$ cat config.mk
export PLATFORM = sky130hd
export DESIGN_NAME = disk_controller_registers_top
export DESIGN_NICKNAME = d
export VERILOG_FILES = /design/src/design/dcr_pkg.sv /design/src/design/dcr_exec.sv /design/src/design/disk_controller_registers_top.sv
export VERILOG_INCLUDE_DIRS = /design/src /design/src/design
export SDC_FILE = /design/constraint.sdc
export NUM_CORES = 1
export LEC_CHECK = 0
export BUFFER_PORTS_ARGS = -buffer_cell sky130_fd_sc_hd__buf_2
export CAP_MARGIN = 30
export CORE_ASPECT_RATIO = 1.25
export CORE_MARGIN = 2
export CORE_UTILIZATION = 30
export CTS_CLUSTER_SIZE = 28
export DETAILED_ROUTE_END_ITERATION = 8
export MAX_ROUTING_LAYER = met4
export PLACE_DENSITY = 0.46
export SKIP_LAST_GASP = 1
export SLEW_MARGIN = 20
export SYNTH_ARGS = -nofsm -noshare
export SYNTH_HDL_FRONTEND = slang
export SYNTH_HIERARCHICAL = 1
export SYNTH_SLANG_ARGS = --single-unit
$ cat constraint.sdc
create_clock -name clk -period 9.9 [get_ports clk]
set_clock_uncertainty 0.1 [all_clocks]
set_input_delay 1.485 -clock clk [delete_from_list [all_inputs] [get_ports clk]]
set_output_delay 1.485 -clock clk [all_outputs]
set_load 0.03 [all_outputs]
$ cat src/design/disk_controller_registers_top_defines.svh
// Assertion macros shared by the disk controller register block.
`ifndef DISK_CONTROLLER_REGISTERS_TOP_DEFINES_SVH
`define DISK_CONTROLLER_REGISTERS_TOP_DEFINES_SVH

// Check a same-cycle implication on the rising edge of clk, outside reset.
`define DCR_ASSERT_IMP(name, ante, cons) \
  name: assert property (@(posedge clk) disable iff (!rst_n) (ante) |-> (cons)) \
    else $error("dcr check failed: same-cycle implication");

// Check an implication whose consequent holds in the next cycle.
`define DCR_ASSERT_NXT(name, ante, cons) \
  name: assert property (@(posedge clk) disable iff (!rst_n) (ante) |=> (cons)) \
    else $error("dcr check failed: next-cycle implication");

`endif

$ cat src/design/dcr_pkg.sv
// Types, constants and register map of the disk controller register block.
`default_nettype none

package dcr_pkg;

  // Geometry defaults
  localparam int WORDS_PER_SECTOR_DEF  = 256;
  localparam int SECTORS_PER_TRACK_DEF = 12;
  localparam int LAST_CYLINDER_DEF     = 202;

  // Item kinds
  localparam logic [1:0] KIND_READ  = 2'd0;
  localparam logic [1:0] KIND_WRITE = 2'd1;
  localparam logic [1:0] KIND_TICK  = 2'd2;

  // Register addresses
  localparam logic [17:0] ADDR_DS = 18'o777400;
  localparam logic [17:0] ADDR_ER = 18'o777402;
  localparam logic [17:0] ADDR_CS = 18'o777404;
  localparam logic [17:0] ADDR_WC = 18'o777406;
  localparam logic [17:0] ADDR_BA = 18'o777410;
  localparam logic [17:0] ADDR_DA = 18'o777412;

  // Function codes in CS bits 3:1
  localparam logic [2:0] FUNC_CTRL_RESET  = 3'd0;
  localparam logic [2:0] FUNC_WRITE       = 3'd1;
  localparam logic [2:0] FUNC_READ        = 3'd2;
  localparam logic [2:0] FUNC_SEEK        = 3'd4;
  localparam logic [2:0] FUNC_DRIVE_RESET = 3'd6;

  // Register bits
  localparam int CS_GO  = 0;
  localparam int CS_IE  = 6;
  localparam int CS_RDY = 7;
  localparam int CS_SCP = 13;
  localparam int DS_RDY = 6;
  localparam int ER_NXD = 7;
  localparam int ER_OVR = 14;

  // Reset values and masks
  localparam logic [15:0] DS_RESET   = 16'o4700;
  localparam logic [15:0] CS_RESET   = 16'o200;
  localparam logic [15:0] CS_RO_MASK = 16'hf080;
  localparam logic [15:0] CS_RD_MASK = 16'hfffe;

  typedef struct packed {
    logic [1:0]  kind;
    logic [17:0] bus_address;
    logic [15:0] write_data;
  } dcr_in_t;

  typedef struct packed {
    logic [15:0] read_data;
    logic        bus_error;
    logic        irq;
    logic        xfer_valid;
    logic        xfer_write;
    logic [17:0] xfer_bus_addr;
    logic [12:0] xfer_block;
    logic [8:0]  xfer_words;
    logic [7:0]  zero_fill;
  } dcr_out_t;

  // Controller state; drive select lives in DA bits 15:13
  typedef struct packed {
    logic        ds_ready;
    logic [15:0] er;
    logic [15:0] cs;
    logic [15:0] wc;
    logic [15:0] ba;
    logic [15:0] da;
    logic [7:0]  cyl;
    logic        head;
    logic [3:0]  sect;
  } dcr_state_t;

  localparam dcr_state_t STATE_RESET = '{
    ds_ready: DS_RESET[DS_RDY],
    er:       16'h0,
    cs:       CS_RESET,
    wc:       16'h0,
    ba:       16'h0,
    da:       16'h0,
    cyl:      8'h0,
    head:     1'b0,
    sect:     4'h0
  };

endpackage

`default_nettype wire

$ cat src/design/dcr_exec.sv
// Register access and command step logic: next state and result of one item.
`default_nettype none

module dcr_exec import dcr_pkg::*; #(
  parameter int WORDS_PER_SECTOR  = WORDS_PER_SECTOR_DEF,
  parameter int SECTORS_PER_TRACK = SECTORS_PER_TRACK_DEF,
  parameter int LAST_CYLINDER     = LAST_CYLINDER_DEF
) (
  input  dcr_state_t st,
  input  dcr_in_t    item,
  output dcr_state_t st_nxt,
  output dcr_out_t   res
);

  localparam logic [16:0] WPS17 = 17'(WORDS_PER_SECTOR);
  localparam logic [8:0]  WPS9  = 9'(WORDS_PER_SECTOR);
  localparam logic [4:0]  SPT5  = 5'(SECTORS_PER_TRACK);
  localparam logic [8:0]  LAST9 = 9'(LAST_CYLINDER);

  logic [2:0]  func;
  logic [15:0] neg_wc;
  logic [8:0]  words;
  logic [16:0] ba_sum;
  logic [13:0] track_base;
  logic [13:0] block_sum;
  logic [4:0]  sect_inc;
  logic        sect_wrap;
  logic [8:0]  cyl_inc;
  logic        cyl_ovf;
  logic [15:0] ds_word;

  assign func = st.cs[3:1];

  // Words this sector: the smaller of the remaining count and a full sector
  assign neg_wc = 16'(~st.wc) + 16'd1;
  assign words  = ({1'b0, neg_wc} < WPS17) ? neg_wc[8:0] : WPS9;
  assign ba_sum = {1'b0, st.ba} + {7'd0, words, 1'b0};

  // Disk block from cylinder, surface and sector
  assign track_base = 14'({st.cyl, st.head}) * 14'(SPT5);
  assign block_sum  = track_base + {10'd0, st.sect};

  // Position advance
  assign sect_inc  = {1'b0, st.sect} + 5'd1;
  assign sect_wrap = (sect_inc >= SPT5);
  assign cyl_inc   = {1'b0, st.cyl} + 9'd1;
  assign cyl_ovf   = (cyl_inc > LAST9);

  always_comb begin
    ds_word = DS_RESET;
    ds_word[DS_RDY] = st.ds_ready;
  end

  always_comb begin
    st_nxt = st;
    res    = '0;
    unique case (item.kind)
      KIND_READ: begin
        unique case (item.bus_address)
          ADDR_DS: res.read_data = ds_word;
          ADDR_ER: res.read_data = st.er;
          ADDR_CS: res.read_data = st.cs & CS_RD_MASK;
          ADDR_WC: res.read_data = st.wc;
          ADDR_DA: res.read_data = st.da;
          default: res.bus_error = 1'b1;
        endcase
      end
      KIND_WRITE: begin
        unique case (item.bus_address)
          ADDR_CS: st_nxt.cs = (item.write_data & ~CS_RO_MASK) | (st.cs & CS_RO_MASK);
          ADDR_WC: st_nxt.wc = item.write_data;
          ADDR_BA: st_nxt.ba = item.write_data;
          ADDR_DA: begin
            st_nxt.da   = item.write_data;
            st_nxt.cyl  = item.write_data[12:5];
            st_nxt.head = item.write_data[4];
            st_nxt.sect = item.write_data[3:0];
          end
          default: ;
        endcase
      end
      KIND_TICK: begin
        if (st.cs[CS_GO]) begin
          unique case (func)
            FUNC_CTRL_RESET: st_nxt = STATE_RESET;
            FUNC_WRITE, FUNC_READ: begin
              st_nxt.ds_ready   = 1'b0;
              st_nxt.cs[CS_RDY] = 1'b0;
              if (st.wc == 16'd0) begin
                // Nothing left: finish the command
                st_nxt.ds_ready   = 1'b1;
                st_nxt.cs[CS_RDY] = 1'b1;
                st_nxt.cs[CS_GO]  = 1'b0;
                res.irq           = st.cs[CS_IE];
              end else begin
                // Issue the sector descriptor
                res.xfer_valid    = 1'b1;
                res.xfer_write    = (func == FUNC_WRITE);
                res.xfer_bus_addr = {st.cs[5:4], st.ba};
                res.xfer_block    = block_sum[12:0];
                res.xfer_words    = words;
                if (func == FUNC_WRITE) begin
                  res.zero_fill = 8'(WPS9 - words);
                end
                // Advance bus address with extension carry, and word count
                if (ba_sum[16]) begin
                  st_nxt.cs[5:4] = st.cs[5:4] + 2'd1;
                end
                st_nxt.ba = ba_sum[15:0];
                st_nxt.wc = st.wc + {7'd0, words};
                // Advance sector, surface and cylinder
                if (sect_wrap) begin
                  st_nxt.sect = 4'd0;
                  st_nxt.head = ~st.head;
                  if (st.head) begin
                    st_nxt.cyl = cyl_inc[7:0];
                    if (cyl_ovf) begin
                      st_nxt.er[ER_OVR] = 1'b1;
                      st_nxt.ds_ready   = 1'b1;
                      st_nxt.cs[CS_RDY] = 1'b1;
                      st_nxt.cs[CS_GO]  = 1'b0;
                      res.irq           = st.cs[CS_IE];
                    end
                  end
                end else begin
                  st_nxt.sect = sect_inc[3:0];
                end
              end
            end
            FUNC_SEEK, FUNC_DRIVE_RESET: begin
              if (func == FUNC_DRIVE_RESET) begin
                st_nxt.er = 16'h0;
              end
              st_nxt.ds_ready   = 1'b0;
              st_nxt.cs[CS_RDY] = 1'b0;
              st_nxt.cs[CS_GO]  = 1'b0;
              if (st.da[15:13] != 3'd0) begin
                // Only drive zero exists
                st_nxt.er[ER_NXD] = 1'b1;
                res.irq           = 1'b1;
              end else begin
                st_nxt.cs[CS_SCP] = 1'b0;
                st_nxt.cs[CS_RDY] = 1'b1;
                res.irq           = st.cs[CS_IE];
              end
            end
            default: ;
          endcase
        end
      end
      default: ;
    endcase
  end

endmodule

`default_nettype wire

$ cat src/design/disk_controller_registers_top.sv
// Top level of the disk controller register block: input, state and result registers.
//
//   port group   direction   handshake            payload
//   in_*         into block  in_valid / in_stall  dcr_in_t  (kind, bus_address, write_data)
//   out_*        out of blk  out_valid/ out_stall dcr_out_t (read_data ... zero_fill)
//
// One item per cycle while out_stall is low; an item moves from input to result register.
// All work for an item is one pass of dcr_exec between the input and result registers.
// Synchronous active-low reset returns the controller registers to their power-on values.
// A stalled result holds the result register; the input register then fills and in_stall rises.
`default_nettype none
`include "disk_controller_registers_top_defines.svh"

module disk_controller_registers_top import dcr_pkg::*; #(
  parameter int WORDS_PER_SECTOR  = WORDS_PER_SECTOR_DEF,
  parameter int SECTORS_PER_TRACK = SECTORS_PER_TRACK_DEF,
  parameter int LAST_CYLINDER     = LAST_CYLINDER_DEF
) (
  input  logic     clk,
  input  logic     rst_n,
  input  logic     in_valid,
  output logic     in_stall,
  input  dcr_in_t  in_item,
  output logic     out_valid,
  input  logic     out_stall,
  output dcr_out_t out_item
);

  logic       in_valid_r, in_valid_nxt;
  dcr_in_t    in_item_r;
  logic       out_valid_r, out_valid_nxt;
  dcr_out_t   out_item_r;
  dcr_state_t state_r, state_nxt;
  dcr_out_t   result_nxt;
  logic       advance;
  logic       in_take;

  // Move the held item into the result register when that register frees up
  assign advance  = in_valid_r && (!out_valid_r || !out_stall);
  assign in_stall = in_valid_r && out_valid_r && out_stall;
  assign in_take  = in_valid && !in_stall;

  dcr_exec #(
    .WORDS_PER_SECTOR  (WORDS_PER_SECTOR),
    .SECTORS_PER_TRACK (SECTORS_PER_TRACK),
    .LAST_CYLINDER     (LAST_CYLINDER)
  ) u_exec (
    .st     (state_r),
    .item   (in_item_r),
    .st_nxt (state_nxt),
    .res    (result_nxt)
  );

  // Valid flags for both stages
  always_comb begin
    in_valid_nxt = in_valid_r;
    if (in_take) begin
      in_valid_nxt = 1'b1;
    end else if (advance) begin
      in_valid_nxt = 1'b0;
    end
    out_valid_nxt = out_valid_r;
    if (advance) begin
      out_valid_nxt = 1'b1;
    end else if (out_valid_r && !out_stall) begin
      out_valid_nxt = 1'b0;
    end
  end

  always_ff @(posedge clk) begin
    if (!rst_n) begin
      in_valid_r  <= 1'b0;
      out_valid_r <= 1'b0;
      state_r     <= STATE_RESET;
    end else begin
      in_valid_r  <= in_valid_nxt;
      out_valid_r <= out_valid_nxt;
      if (advance) begin
        state_r <= state_nxt;
      end
    end
  end

  // Payload registers: capture on transfer, hold otherwise
  always_ff @(posedge clk) begin
    if (in_take) begin
      in_item_r <= in_item;
    end
    if (advance) begin
      out_item_r <= result_nxt;
    end
  end

  assign out_valid = out_valid_r;
  assign out_item  = out_item_r;

  // A drained result with nothing behind it leaves the output empty
  `DCR_ASSERT_NXT(a_out_drain, out_valid_r && !out_stall && !advance, !out_valid_r)
  // Descriptors and interrupts come only from ticks
  `DCR_ASSERT_IMP(a_tick_only, advance && in_item_r.kind != KIND_TICK,
                  !result_nxt.xfer_valid && !result_nxt.irq)
  // Bus errors come only from reads
  `DCR_ASSERT_IMP(a_berr_read, advance && result_nxt.bus_error, in_item_r.kind == KIND_READ)
  // An interrupt always ends the command
  `DCR_ASSERT_NXT(a_irq_ends, advance && result_nxt.irq, !state_r.cs[CS_GO])
  // After a descriptor, either the command runs on busy or it ended ready
  `DCR_ASSERT_NXT(a_xfer_ctl, advance && result_nxt.xfer_valid,
                  state_r.cs[CS_GO] != state_r.cs[CS_RDY])

endmodule

`default_nettype wire

* After elaboration in Yosys (flattened, before gate mapping)
Cells that the tools add are included.
Word-level totals: flip-flop bits (word level) 200, word-level logic and storage cells 180
Operators by class: bitwise gates (word level) 7, muxes and demuxes 59, order comparisons 3, add/subtract/negate cells 8, multiply operators 1, reduce and logical (&&, ||, !) cells 41, eq/ne operators 32
Operators by type and width (number):
- $pmux 77 s2 | 1
- $eq 18x18->1 const B | 6
- $mux 16 | 5
- $pmux 16 s5 | 1
- $mux 77 | 1
- $pmux 32 s2 | 1
- $mux 50 | 1
- $mux 32 | 1
- $mux 29 | 1
- $pmux 14 s2 | 1
- $mux 1 | 26
- $pmux 13 s2 | 1
- $reduce_and 5->1 | 5
- $reduce_and 6->1 | 4
- $mux 9 | 2
- $add 16x10->17 | 1
- $add 16x1->16 const B | 1
- $add 16x9->16 | 1
- $logic_not 16->1 | 1
- $lt 16x9->1 const B | 1
- $mux 8 | 2
- $ne 2x2->1 const B | 8
- $not 16->16 | 1
- $or 12x16->16 | 1
- 44 further kinds | 77

* Logic depth before layout (Yosys ltp)
Gate-level depths: netlist of run 1.
depth in word-level cells 10, mapped depth 25

* Modules after synthesis
Netlist of run 1, hierarchy kept.
By module, submodules not included:
- disk_controller_registers_top | times used 1, area an instance 6969.2 µm², cells each 520
- dcr_exec | times used 1, area an instance 5763.0 µm², cells each 938

* Least setup slack after synthesis of run 1
OpenSTA, ideal clock, no wires.
kind register to register, from register state_r[46] (netlist name), to register state_r[44] (netlist name), data required time 9728 ps, library setup time 72 ps, path slack 4700 ps, path buffers 5, arrival time 5028 ps, stages on the path, launching flop included 25, cell sequence dfxtp_1 -> clkbuf_1 -> inv_1 -> ha_1 -> or3b_1 -> clkbuf_2 -> or4_4 -> a2111oi_4 -> o211a_4 -> buf_4 -> buf_4 -> buf_4 -> nand2_1 -> fa_1 -> nor2b_1 -> o21ai_0 -> nand2b_1 -> a21o_1 -> a31oi_1 -> a211oi_2 -> o2111ai_2 -> or3_1 -> a31oi_1 -> nand2_1 -> mux2i_1
RTL lines:
- from (decl) | line disk_controller_registers_top.sv:33 | dcr_state_t state_r, state_nxt;
- from (signal assigned) | line disk_controller_registers_top.sv:79 | state_r <= state_nxt;

==> key figures, run 1 <==
CTS
  – CTS sink cnt: 200
  – Hold Buf Count CTS: 0
  – Clock Path Buffers: 2
  – Root Buffer: clkbuf_16
  – CTS resizes: 0
  – Clock-pin slew on the worst setup and hold paths: roughly 80 ps
  – Worst-skew pair later-pin latency: 470 ps
  – Num CTS Buffers: 17
  – CTS tree: done
  – CTS H-tree lvls: 4
  – # Post-CTS Setup Buffers: 0

Synth
  – Asr flop ratio synth: 0%
  – Mapped Cells: 1458
  – Top FF cell, synth: edfxtp_1
  – Yosys reg bits: 200
  – Mapped cell area: ~13000 sq um
  – Sequential-to-total area share from yosys stat: ~40%
  – Mapped Nets: around 1500
  – Synth area leaders: edfxtp_1 (25%), dfxtp_1 (15%), nand2_1 (9.0%), mux2i_1 (8.2%), a22o_1 (3.2%)
  – Top-count cell post-synth: nand2_1
  – Leading area contributor after synthesis: edfxtp_1
  – Synth cell types: 77
  – Yosys warnings: 6
  – Yosys top cell area share: roughly 25%
  – Syn Area/Cell: approximately 8.7 sq um
  – Post-synth EDFFs: 104
  – Synth top cells by count: nand2_1 (304), edfxtp_1 (104), mux2i_1 (104)

Place
  – Pre-CTS setup slack: 3880 ps
  – Final HPWL DP: ~30000 microns
  – Cell area after placement: 13700 sq um
  – Routability Congestion: 0.918
  – I/O Buffers: 109

Setup path
  – Launch point of the critical path: state_r[45]
  – Worst R2R Path Depth: 22
  – Worst r2r src: state_r[45]
  – CP endpoint kind: register
  – Worst Setup Path Type: reg -> reg
  – CP startpoint kind: register
  – Crit path arrival time: 6380 ps
  – CP Max Fanout: 34
  – R2R Path End: state_r[44]
  – Worst Path Required: 10190 ps
  – Reg-to-reg slack, setup: 3810 ps

Global routing
  – Vias in the first global route: between 10000 and 15000
  – Grt ovf: 0
  – First-pass GRT wire length: 67300 microns
  – Initial antenna violation count: 0
  – Gr usage total: 20.8%
  – Largest net degree at the start of global routing: roughly 120

Floorplanning
  – Core footprint: roughly 42000 sq um
  – Num rows: 84
  – Io pins: 110
  – Die W: 188 microns
  – Initial Util: around 30%
  – Die area: 44100 sq um
  – Die height: 234 microns

Timing
  – RSZ-0062 raised after global routing: false
  – Setup violators final: 0
  – Worst-Margin Slew: 990 ps
  – Fmax: roughly 160 MHz
  – Rel. slew slack: 33.4%
  – Final worst-path cycle share: 61.5%
  – Hold Fails Final Rpt: 0
  – TNS Setup: 0 ps
  – Final Critical Period: roughly 6100 ps
  – Final WS setup: 3810 ps
  – Final Max Slew Viols: 0

Finish
  – Final #Nets: 1592
  – Post-route cell area: 14300 sq um
  – Layout cells sized above 1: 12.9%
  – Antenna cells: 0
  – Syn-to-layout area delta: 12.5%
  – FILL cells: 4440
  – Post-layout util: 34.1%

Detailed routing
  – Vias per cell: 5.42
  – Antenna Nets Post-Route: 0
  – Initial DRC Count: 815
  – Routed WL: 44500 microns
  – DRC errors left: 0
  – WL per Instance: 21.3 microns
  – Via Count: 11300
  – First drt pass iteration count: 6

Worst hold path
  – Worst min path class: reg -> reg
  – Hold path cells: 2
  – Hold Path End: state_r[81]
  – Hold_sp: state_r[81]

Power and ir drop
  – Max IR drop VDD: 0.000137 V
  – PD cells: ~120 nW/um^2
  – Total power draw: 1.74 mW
  – Leakage power: between 5 and 6 nW

Job
  – Total of max-cap violations: 0

Run status
  – Status: finished clean
## final cells by class
| cell class | count | area [sq um] | area share, % |
|---|---|---|---|
| clock buffers | 17 | 425 | 2.97 |
| clock inverters | 15 | 119 | 0.830 |
| inverters | 46 | 173 | 1.21 |
| multi-input cells | 1112 | 7040 | 49.2 |
| flip-flops and latches | 200 | 5040 | 35.2 |
| well taps | 559 | 699 | 4.89 |
| repair buffers | 141 | 812 | 5.67 |
## worst max-delay path, stage by stage, from the launching register on
cell       delay (ps)
dfxtp_1           370
inv_1             180
ha_1              310
or3b_1            490
or4_4             470
a2111oi_4         370
o211a_4           470
inv_1             360
nor2_1            180
ha_1              190
inv_1              70
fa_1              410
nor2b_1           120
o21ai_0            80
nand2b_1          120
a21o_1            210
a31oi_1           160
a211oi_2          390
o2111ai_2         220
or3_1             350
a31oi_1           170
nand2_1            70
mux2i_1           140
## sequential cells by signal, summed over array words and instances, names as in the netlist
signal	flops
out_item	68
in_item_r	36
state_r	94
out_valid	1
in_valid_r	1
## cell usage in the layout, fill, tap and decap left out, types with 8 or more instances in the layout
cell type / count
inv_1: 45
buf_4: 28
or3_1: 11
nor2b_1: 34
a22o_1: 47
edfxtp_1: 104
a32oi_1: 10
nand4_1: 9
nor3_1: 15
a31oi_1: 11
nand3_1: 35
ha_1: 30
xor2_1: 14
o211ai_1: 15
nand2_1: 304
and2_1: 23
dfxtp_1: 96
o2111ai_1: 8
clkbuf_16: 17
xnor2_1: 23
a21o_1: 9
and3_1: 9
buf_2: 109
a221o_1: 14
o21ai_0: 64
mux2i_1: 104
a22oi_1: 50
a21oi_1: 80
nor2_1: 81
## per-stage QoR
stage / cells / hold slack (ps)
6_report: 2090 / 373
5_1_grt: 2090 / 391
4_1_cts: 2087 / 378
3_5_place_dp: 2055 / 365
3_3_place_gp: 2052 / 354
2_1_floorplan: 1458 / 331
## cell families after synthesis
logic type / synth area share [%]
AOI/OAI and AO/OA: 20.7
adders and majority gates: 3.60
muxes: 8.44
xor gates and xnor gates: 2.55
DFF: 39.6
and+or+nand+nor: 19.8
buffers and inverters: 5.27
## per-layer routing
layer / part of all wire [%] / wire length, microns / track usage, % / up-vias
met1: 44 / 19600 / 26.0 / 5460
met5: 0 / 0 / - / -
li1: - / - / - / 5422
met2: 46 / 20500 / 32.4 / 352
met4: 5.0 / 2220 / 11.3 / 0
met3: 5.0 / 2230 / 3.02 / 88
## worst max path at each step
stage | end | slack [ps]
detailed placement | state_r[44] | 3880
global route | state_r[44] | 3400
CTS | state_r[44] | 3820
finish | state_r[44] | 3810
floorplan | state_r[44] | 4700
global placement | state_r[44] | 3980
## where the power goes
part	internal, mW	total [mW]	leakage (nW)	switching, mW
Clock	0.328	0.685	0.268	0.357
Sequential	0.893	0.914	1.74	0.0210
Combinational	0.0357	0.141	3.04	0.106
Power figures use the tool's default switching activity.
==> inputs of run 2 (changes only) <==
- ABC_AREA: unset -> 1
- clock period: 9.9 -> 6 ns (I/O delays scaled with it)
==> key figures, run 2 <==
Run status
  – Status: finished clean (unchanged)

Synth
  – Yosys reg bits: 200 (unchanged)
  – Largest family of logic cells by synthesized area: simple AND/OR/NAND/NOR gates (was compound AO/OA/AOI/OAI gates)
  – Top-count cell post-synth: nand2_1 (unchanged)
  – Simple-Gate Fraction of Synth Area: 28.5% (was 19.8%)
  – Post-synthesis mux area share: 0% (was 8.44%)
  – Post-synth EDFFs: 104 (unchanged)
  – Synth top cells by count: nand2_1 (355), nor2_1 (284), inv_1 (279) (was nand2_1 (304), edfxtp_1 (104), mux2i_1 (104))
  – Mapped Nets: 2065 (was 1532)
  – Yosys warnings: 6 (unchanged)
  – Yosys top cell area share: 22.6% (was 24.5%)
  – Mapped Cells: 1991 (was 1458)
  – Compound-cell area share of the yosys netlist: 18.4% (was 20.7%)
  – Synth cell types: 51 (was 77)
  – Post-synthesis xor/xnor area fraction: 1.33% (was 2.55%)
  – Asr flop ratio synth: 0% (unchanged)
  – Adder-cell share of the synthesized area: 3.24% (was 3.60%)
  – Top FF cell, synth: edfxtp_1 (unchanged)
  – Leading area contributor after synthesis: edfxtp_1 (unchanged)
  – Synth area leaders: edfxtp_1 (23%), dfxtp_1 (14%), nand2_1 (9.7%), nor2_1 (7.7%), a21oi_1 (7.7%) (was edfxtp_1 (25%), dfxtp_1 (15%), nand2_1 (9.0%), mux2i_1 (8.2%), a22o_1 (3.2%))
  – Mapped cell area: 13800 sq um (was 12700 sq um)
  – Sequential-to-total area share from yosys stat: 36.5% (was 39.6%)
  – Syn Area/Cell: 6.93 sq um (was 8.73 sq um)

CTS
  – CTS tree: done (unchanged)
  – Root Buffer: clkbuf_16 (unchanged)
  – CTS sink cnt: 200 (unchanged)
  – Clock Path Buffers: 2 (unchanged)
  – Clock-pin slew on the worst setup and hold paths: 80 ps (about the same)
  – Hold Buf Count CTS: 0 (unchanged)
  – Worst-skew pair later-pin latency: 490 ps (was 470 ps)
  – CTS resizes: 0 (unchanged)
  – # Post-CTS Setup Buffers: 0 (unchanged)
  – Num CTS Buffers: 17 (unchanged)
  – CTS H-tree lvls: 4 (unchanged)

Global routing
  – Vias in the first global route: 12800 (was 10700)
  – Initial antenna violation count: 2 (was 0)
  – Grt ovf: 0 (unchanged)
  – Gr usage total: 22.5% (was 20.8%)
  – Largest net degree at the start of global routing: 104 (was 119)
  – First-pass GRT wire length: 79400 microns (was 67300 microns)

Place
  – Routability Congestion: 0.908 (was 0.918)
  – Inst Count DP: 2596 (was 2055)
  – Final HPWL DP: 36800 microns (was 30500 microns)
  – I/O Buffers: 109 (unchanged)

Worst hold path
  – Hold_sp: state_r[93] (was state_r[81])
  – Hold path cells: 2 (unchanged)
  – Worst min path class: reg -> reg (unchanged)
  – Hold Path End: state_r[93] (was state_r[81])

Setup path
  – Worst r2r src: state_r[45] (unchanged)
  – CP endpoint kind: register (unchanged)
  – CP startpoint kind: register (unchanged)
  – R2R Path End: state_r[40] (was state_r[44])
  – Reg-to-reg slack, setup: 1480 ps (was 3810 ps)
  – Crit path arrival time: 4830 ps (was 6380 ps)
  – Worst R2R Path Depth: 26 (was 22)
  – CP Max Fanout: 14 (was 34)
  – Worst Path Required: 6310 ps (was 10190 ps)
  – Worst Setup Path Type: reg -> reg (unchanged)

Finish
  – Syn-to-layout area delta: 10.8% (was 12.5%)
  – Non-filler cells, final: 2630 (was 2090)
  – Layout cells sized above 1: 11.2% (was 12.9%)
  – Final #Nets: 2111 (was 1592)
  – Largest register FFs: 94 (unchanged)
  – Post-layout util: 33.8% (was 34.1%)
  – Most common cell after layout, fill and taps aside: nand2_1 (unchanged)
  – Most frequent cells in the layout: nand2_1 (355), nor2_1 (282), inv_1 (278) (was nand2_1 (304), buf_2 (109), mux2i_1 (104), edfxtp_1 (104), dfxtp_1 (96))
  – Most flops, register: state_r (unchanged)

Floorplanning
  – Die height: 244 microns (was 234 microns)
  – Die W: 196 microns (was 188 microns)
  – Initial Util: 30.5% (was 30.4%)
  – Num rows: 87 (was 84)
  – Die area: 47800 sq um (was 44100 sq um)
  – Io pins: 110 (unchanged)
  – Core footprint: 45300 sq um (was 41900 sq um)

Detailed routing
  – Vias per cell: 5.23 (was 5.42)
  – Initial DRC Count: 1283 (was 815)
  – DRC errors left: 0 (unchanged)
  – Routed WL: 52400 microns (was 44500 microns)
  – Via Count: 13800 (was 11300)
  – First drt pass iteration count: 8 (was 6)
  – WL per Instance: 19.9 microns (was 21.3 microns)
  – Antenna Nets Post-Route: 0 (unchanged)

Timing
  – Worst-Margin Slew: 977 ps (was 990 ps)
  – TNS Setup: 0 ps (unchanged)
  – Hold Fails Final Rpt: 0 (unchanged)
  – Final worst-path cycle share: 75.3% (was 61.5%)
  – Fmax: 221 MHz (was 164 MHz)
  – Setup violators final: 0 (unchanged)
  – Final Max Slew Viols: 0 (unchanged)
  – Rel. slew slack: 34.9% (was 33.4%)
  – Final Critical Period: 4520 ps (was 6090 ps)
  – RSZ-0062 raised after global routing: false (unchanged)

Power and ir drop
  – Max IR drop VDD: 0.000228 V (was 0.000137 V)
  – PD cells: 231 nW/um^2 (was 121 nW/um^2)
  – Leakage power: 6.26 nW (was 5.05 nW)

Job
  – Total of max-cap violations: 0 (unchanged)
[run 2: cell count changes after synthesis, sizes merged, moves of 44 or more]
cell	before	now
nor2	81	300
a21oi	82	215
nand3	35	187
nand2	304	372
a22oi	50	6
a22o	47	0
mux2i	104	0
inv	46	285
[run 2: layer usage]
layer  GRT usage [%]  vias to the layer above  part of all wire [%]
met4            9.58                        0                   3.4
met1            28.8                     6532                    45
met3            3.21                       80                   5.3
met5               -                        -                     0
met2            35.5                      448                    46
li1                -                     6692                     -
[run 2: power by group]
| group | switching, mW | internal, mW | total [mW] |
|---|---|---|---|
| Sequential | 0.107 | 1.52 | 1.62 |
| Clock | 0.627 | 0.547 | 1.17 |
| Combinational | 0.518 | 0.227 | 0.745 |
| Total | 1.25 | 2.29 | 3.54 |
[run 2: logic make-up (layout without fill, tap and decap cells)]
logic type,after synthesis,in the layout
xor+xnor,21,21
compound gates,438,438
buf+inv,397,456
simple gates,901,901
fa+ha+maj,34,34
other cells,0,2
flops,200,200
[run 2: how the worst max path moves through the flow]
stage	startpoint	end	slack (ps)	depth (start not counted)
floorplan	state_r[45]	state_r[44]	2220	29
detailed placement	state_r[45]	state_r[44]	1520	27
global route	state_r[45]	state_r[40]	1080	26
global placement	state_r[45]	state_r[42]	1730	27
finish	state_r[45]	state_r[40]	1480	26
CTS	state_r[45]	state_r[40]	1490	26
[run 2: through the flow]
| stage | hold WS [ps] | total power [mW] | worst slack [ps] | area (sq um) |
|---|---|---|---|---|
| after global routing | 427 | 3.71 | 1080 | 15300 |
| after floorplan | 329 | 2.15 | 2220 | 13800 |
| after CTS | 372 | 3.57 | 1490 | 15300 |
| after global placement | 344 | 2.39 | 1730 | 14700 |
| final | 372 | 3.54 | 1480 | 15300 |
| after detailed placement | 352 | 2.39 | 1520 | 14700 |
[run 2: area by class of cell]
| cell class | count | area [sq um] |
|---|---|---|
| fill | 4912 | 30000 |
| clock buffer | 17 | 425 |
| timing repair buffer | 136 | 751 |
| inverter | 288 | 1080 |
| antenna | 2 | 5.00 |
| sequential | 200 | 5050 |
| multi-input combinational | 1394 | 7130 |
| tap | 578 | 723 |
| clock inverter | 15 | 134 |
[run 2: worst max-delay path, stage by stage (launching register included)]
cell and delay [ps]:
dfxtp_1 330, inv_1 220, ha_1 330, nand2_4 130
nor2_8 160, nand3_1 90, nand2_2 80, nand2_4 70
inv_2 60, nand2_2 60, nor2_4 360, nand2_1 160
o21ai_0 590, ha_1 410, a21oi_1 180, nor2_1 60
a21oi_1 210, o21ai_4 110, nand2_2 90, nand3_1 70
o211ai_1 90, nand2_1 70, a21oi_1 120, inv_1 50
nand3_1 70, nand2_1 60, nor2_1 100
